## src/hw/rtl/gost_block_cipher_core_macros.svh

```systemverilog
// assertion macros for the gost block cipher core
// expects clk and rst_n in the scope of each use
`ifndef GOST_BLOCK_CIPHER_CORE_MACROS_SVH
`define GOST_BLOCK_CIPHER_CORE_MACROS_SVH

// antecedent implies consequent after a fixed number of cycles
`define GBC_ASSERT_DELAY(label, ante, dly, cons, msg) \
  label: assert property (@(posedge clk) disable iff (!rst_n) (ante) |-> ##dly (cons)) \
    else $error(msg);

// antecedent implies consequent in the next cycle
`define GBC_ASSERT_NEXT(label, ante, cons, msg) \
  label: assert property (@(posedge clk) disable iff (!rst_n) (ante) |=> (cons)) \
    else $error(msg);

// antecedent implies consequent in the same cycle
`define GBC_ASSERT_NOW(label, ante, cons, msg) \
  label: assert property (@(posedge clk) disable iff (!rst_n) (ante) |-> (cons)) \
    else $error(msg);

`endif

```

## src/hw/rtl/gbc_pkg.sv

```systemverilog
// shared types, constants and s-box rom for the gost block cipher core
// no dependencies
`default_nettype none

package gbc_pkg;

  localparam int KEY_WORDS      = 8;
  localparam int KEY_IDX_W      = 3;
  localparam int CFG_IDX_W      = 4;
  localparam int NUM_ROUNDS     = 32;
  localparam int ENC_FWD_ROUNDS = 24;
  localparam int MAC_ROUNDS     = 16;
  localparam int ROT_LEFT       = 11;
  // input register, round stages, output register
  localparam int LATENCY        = NUM_ROUNDS + 2;

  localparam logic OP_ENCRYPT = 1'b0;
  localparam logic OP_MAC     = 1'b1;

  localparam logic [31:0] SBOX_ROM [16] = '{
    32'hc983edc4, 32'h6bfe9892, 32'h5c65beff, 32'h20b92ce5,
    32'hb3165789, 32'h0698f311, 32'h97c07930, 32'hd55d1aa8,
    32'h34da012e, 32'he83bd573, 32'h7e77c24b, 32'hafac64dc,
    32'hf102a66d, 32'h4ae14f07, 32'h122f30ba, 32'h8d448b56
  };

  typedef struct packed {
    logic        operation;
    logic [31:0] half_a_in;
    logic [31:0] half_b_in;
  } in_t;

  typedef struct packed {
    logic [31:0] half_a_out;
    logic [31:0] half_b_out;
  } out_t;

  // p is the half updated on even rounds, q on odd rounds
  typedef struct packed {
    logic        valid;
    logic        op;
    logic [31:0] p;
    logic [31:0] q;
  } stage_t;

  // nibble n of the result is nibble n of the rom word chosen by nibble n of t
  function automatic logic [31:0] sbox_subst(input logic [31:0] t);
    logic [31:0] s;
    logic [31:0] w;
    s = '0;
    for (int n = 0; n < 8; n++) begin
      w = SBOX_ROM[t[4*n +: 4]];
      s[4*n +: 4] = w[4*n +: 4];
    end
    return s;
  endfunction

endpackage

`default_nettype wire

```

## src/hw/rtl/gbc_round.sv

```systemverilog
// one registered round stage of the gost block cipher core
// depends on gbc_pkg
`default_nettype none

module gbc_round (
  input  wire logic           clk,
  input  wire logic           rst_n,
  input  wire logic [31:0]    round_key,
  input  wire logic           upd_q,     // 0: update p from q, 1: update q from p
  input  wire logic           mac_skip,  // stage lies past the end of a mac step
  input  wire gbc_pkg::stage_t stg_i,
  output gbc_pkg::stage_t      stg_o
);
  import gbc_pkg::*;

  stage_t      stg_r;
  stage_t      stg_nxt;
  logic [31:0] x;
  logic [31:0] y;
  logic [31:0] sum;
  logic [31:0] sub;
  logic [31:0] rot;
  logic [31:0] x_new;

  always_comb begin
    x     = upd_q ? stg_i.q : stg_i.p;
    y     = upd_q ? stg_i.p : stg_i.q;
    sum   = y + round_key;
    sub   = sbox_subst(sum);
    rot   = {sub[31-ROT_LEFT:0], sub[31:32-ROT_LEFT]};
    x_new = x ^ rot;

    stg_nxt = stg_i;
    if (!(mac_skip && (stg_i.op == OP_MAC))) begin
      if (upd_q) begin
        stg_nxt.q = x_new;
      end else begin
        stg_nxt.p = x_new;
      end
    end
  end

  always_ff @(posedge clk) begin
    if (!rst_n) begin
      stg_r.valid <= 1'b0;
    end else begin
      stg_r.valid <= stg_nxt.valid;
    end
    stg_r.op <= stg_nxt.op;
    stg_r.p  <= stg_nxt.p;
    stg_r.q  <= stg_nxt.q;
  end

  assign stg_o = stg_r;

endmodule

`default_nettype wire

```

## config.mk

```make
export PLATFORM = sky130hd
export DESIGN_NAME = gbc_round
export DESIGN_NICKNAME = d
export VERILOG_FILES = /design/src/hw/rtl/gost_block_cipher_core_macros.svh /design/src/hw/rtl/gbc_pkg.sv /design/src/hw/rtl/gbc_round.sv
export SDC_FILE = /design/constraint.sdc
export NUM_CORES = 1
export LEC_CHECK = 0
export BUFFER_PORTS_ARGS = -buffer_cell sky130_fd_sc_hd__buf_2
export CAP_MARGIN = 20
export CORE_MARGIN = 2
export CORE_UTILIZATION = 54
export CTS_BUF_LIST = sky130_fd_sc_hd__clkbuf_8
export CTS_CLUSTER_SIZE = 28
export DETAILED_ROUTE_END_ITERATION = 10
export PLACE_DENSITY = 0.88
export SLEW_MARGIN = 20
export SYNTH_ARGS = -nofsm -noshare
export SYNTH_HDL_FRONTEND = slang
export SYNTH_SLANG_ARGS = --single-unit
```

## constraint.sdc

```tcl
create_clock -name clk -period 5.85 [get_ports clk]
set_clock_uncertainty 0.2 [all_clocks]
set_input_delay 0.585 -clock clk [delete_from_list [all_inputs] [get_ports clk]]
set_output_delay 0.585 -clock clk [all_outputs]
set_load 0.05 [all_outputs]
```

==> run summary <==
Result of the run: finished, final reports clean
Critical path launch point: upd_q
Worst Hold Path EP: stg_o[64]
Launch instance of the worst min-delay path: stg_i[64]
Fillers: 888
Global-route wire length before repair: 24700 um
Maximum capacitance violations: 0
Post-route clock period utilization: 86.5%
Row count: 37
Initial DRT Pass Iterations: 5
Post-route ant nets: 0
Logic gate share of total power: 62.5%
Synth unique cells: 63
IO Pins: 168
Worst EP required: 5.93 ns
Peak supply drop: 0.195 mV
Synth-to-layout area growth: 19.7%
Sequential share of power: 24.1%
Transition time at the pin with the least slew margin: 0.946 ns
Maximum fanout along the worst path: 24
Via count of the first global-routing pass: 5160
Total vias in the final route: 5391
GP Congestion: 0.931
Post-Synthesis Mean Instance Area: 8.68 um^2
Critical Path End Type: flop
Number of design rule violations left after detail routing: 0
Clock network fraction of design power: 13.5%
Initial antenna violation count: 1
Drt initial violations: 349
Initial Util: 55.4%
Placeable core area: 0.0103 mm^2
Vertical extent of the die: 107 um
# port buffers: 167
Internal Power: 0.00125 W
Delay contributed by the slowest stage of the critical path: 0.49 ns
Hold crit path type: in2reg
Cell with the largest stage delay on the worst path: mux4_2
CTS tree: done
Total nets after synthesis: 821
Portion of the post-synthesis area used by sequential elements: 23.2%
Combined area of all synthesized cells: 0.00570 mm^2
Gate Count Post-Synth: 656
Synth Register Bits: 66
Hold Path Stages: 1
Number of nets in the final layout: 982
Total count of max-transition violations in the final report: 0
Max transition margin: 36.9%
GR Overflow Total: 0
Vias per cell: 5.63
Die width: 107 um
Buf/Inv on CP: 3
CP top delay family: compound AO/OA/AOI/OAI gates
Total Wirelength: 15600 um
Share of final-layout standard cells stronger than drive strength 1: 28.6%
Number of gates resized after CTS: 0
Utilization after layout: 66.4%
Count of synthesis-stage warnings from yosys: 0
Fmax: 198 MHz
Number of buffers added by the clock tree synthesis step: 9
Crit start category: primary input
Bufs on Longest Clock Path: 2
Diodes inserted: 0
Total count of hold-check failures in the final report: 0
FFs w/ async S/R, synth: 0%
Ys flop type: dfxtp_1
Post-CTS Repair Setup Buffers: 0
Hold-fix buffers at CTS: 0
H-tree depth: 3
Final min period: 5.06 ns
Switching portion of total power: 51.1%
Number of endpoints failing setup at the final stage: 0
Power density relative to cell area: 376 mW/mm^2
Global router's overall resource usage: 27.3%
Sink count of the clock tree: 66
Clk Tree Root Cell: clkbuf_8
Max FFs per register: 66
TNS Setup: 0 ns
Half-perimeter wire length after detailed placement: 12600 um
Area of the die: 0.0114 mm^2
Switching component of the power: 0.00131 W
CTS clk-pin slew, worst paths: 0.08 ns
Unrepaired setup endpoints after global routing: no
Number of synthesized flops with an enable pin: 0
CP Data Arrival Time: 5.14 ns
Sequence of cells on the critical path: buf_2 > buf_4 > mux2_2 > ha_1 > a21oi_1 > nand2_1 > o211ai_1 > a31oi_1 > o311ai_0 > nand2_1 > a211oi_2 > inv_1 > ha_1 > mux4_2 > nor2_1 > xor2_1
Largest net degree at the start of global routing: 25
P_leak: 3.27 nW
Kind of critical path: in2reg
Post-DR wirelength/cell: 16.3 um
-- how the worst max path moves through the flow --
stage / end / slack [ns] / depth (start not counted)
after global placement: stg_o[3] / 0.68 / 15
after global routing: stg_o[9] / 0.44 / 16
after floorplan: stg_o[9] / 1.03 / 18
final: stg_o[9] / 0.79 / 16
after CTS: stg_o[9] / 0.85 / 16
after detailed placement: stg_o[3] / 0.51 / 15
-- cells in the mapped netlist, drive strengths merged (18+ instances only) --
master | instances | area, um^2
inv | 33 | 124
xor2 | 42 | 368
nor2 | 51 | 191
a21oi | 42 | 210
ha | 62 | 776
dfxtp | 66 | 1320
clkbuf | 18 | 67.6
mux2 | 31 | 349
xnor2 | 54 | 488
o21ai | 28 | 155
mux2i | 18 | 180
nand2 | 49 | 184
-- per-stage QoR --
stage	cell area [um^2]	power, W	hold slack (ns)	instances	worst slack, ns
2_1_floorplan	5700	0.00186	0.413	656	1.03
3_3_place_gp	6650	0.00218	0.534	942	0.677
3_5_place_dp	6650	0.00221	0.536	942	0.509
4_1_cts	6820	0.00256	0.172	958	0.851
5_1_grt	6820	0.00272	0.177	958	0.437
6_report	6820	0.00256	0.176	958	0.789
-- per-layer routing --
metal | GRT usage [%] | routed length [um] | vias up
met5 | 0 | 11 | -
met4 | 7.88 | 313 | 2
met3 | 5.78 | 1090 | 32
met2 | 46.3 | 7380 | 205
met1 | 35.0 | 6830 | 2496
li1 | - | - | 2656
-- cells in the final DEF, fill, tap and decap left out, types with 3 or more instances in the layout --
cell type  instances
a211oi_1           4
a21o_1            14
a21oi_1           42
a31oi_1            5
and2_1             5
and3_1             6
buf_2            167
buf_4              3
clkbuf_8          10
clkinv_2           3
dfxtp_1           66
ha_1              62
inv_1             34
mux2_2            31
mux2i_1           18
mux4_2             5
nand2_1           49
nand2b_1           7
nand3_1           16
nand3b_1           4
nand4_1            4
nor2_1            51
nor2b_1            5
nor3_1            14
nor3b_1            4
o2111ai_1          3
o211ai_1           8
o21a_1             5
o21ai_0           25
o311ai_0           3
o31ai_1            6
or3_1              6
xnor2_1           52
xor2_1            42
-- area by class of cell --
cell class | instances | area [um^2] | share of cell area [%]
Sequential cell | 66 | 1320 | 19.4
Tap cell | 136 | 170 | 2.49
Timing Repair Buffer | 170 | 858 | 12.6
Clock buffer | 10 | 138 | 2.02
Inverter | 33 | 124 | 1.82
Multi-Input combinational cell | 537 | 4180 | 61.2
Clock inverter | 6 | 33.8 | 0.495
-- cell families (layout without fill, tap and decap cells) --
family,Yosys count,in the layout,synth area share [%]
compound gates,146,146,18.1
xor+xnor,96,96,15.0
simple gates,178,178,14.9
mux,54,54,11.3
fa+ha+maj,63,63,14.0
buf+inv,53,219,3.49
flops,66,66,23.2
-- power groups by stage --
stage / Sequential (W) / Clock, W / Combinational, W
2_1_floorplan: 0.00110 / 0 / 0.000757
5_1_grt: 0.000626 / 0.000363 / 0.00173
4_1_cts: 0.000619 / 0.000349 / 0.00159
6_report: 0.000617 / 0.000346 / 0.00160
3_3_place_gp: 0.000626 / 0 / 0.00155
3_5_place_dp: 0.000628 / 0 / 0.00158
Note: power is estimated with default switching activity, not from simulation.
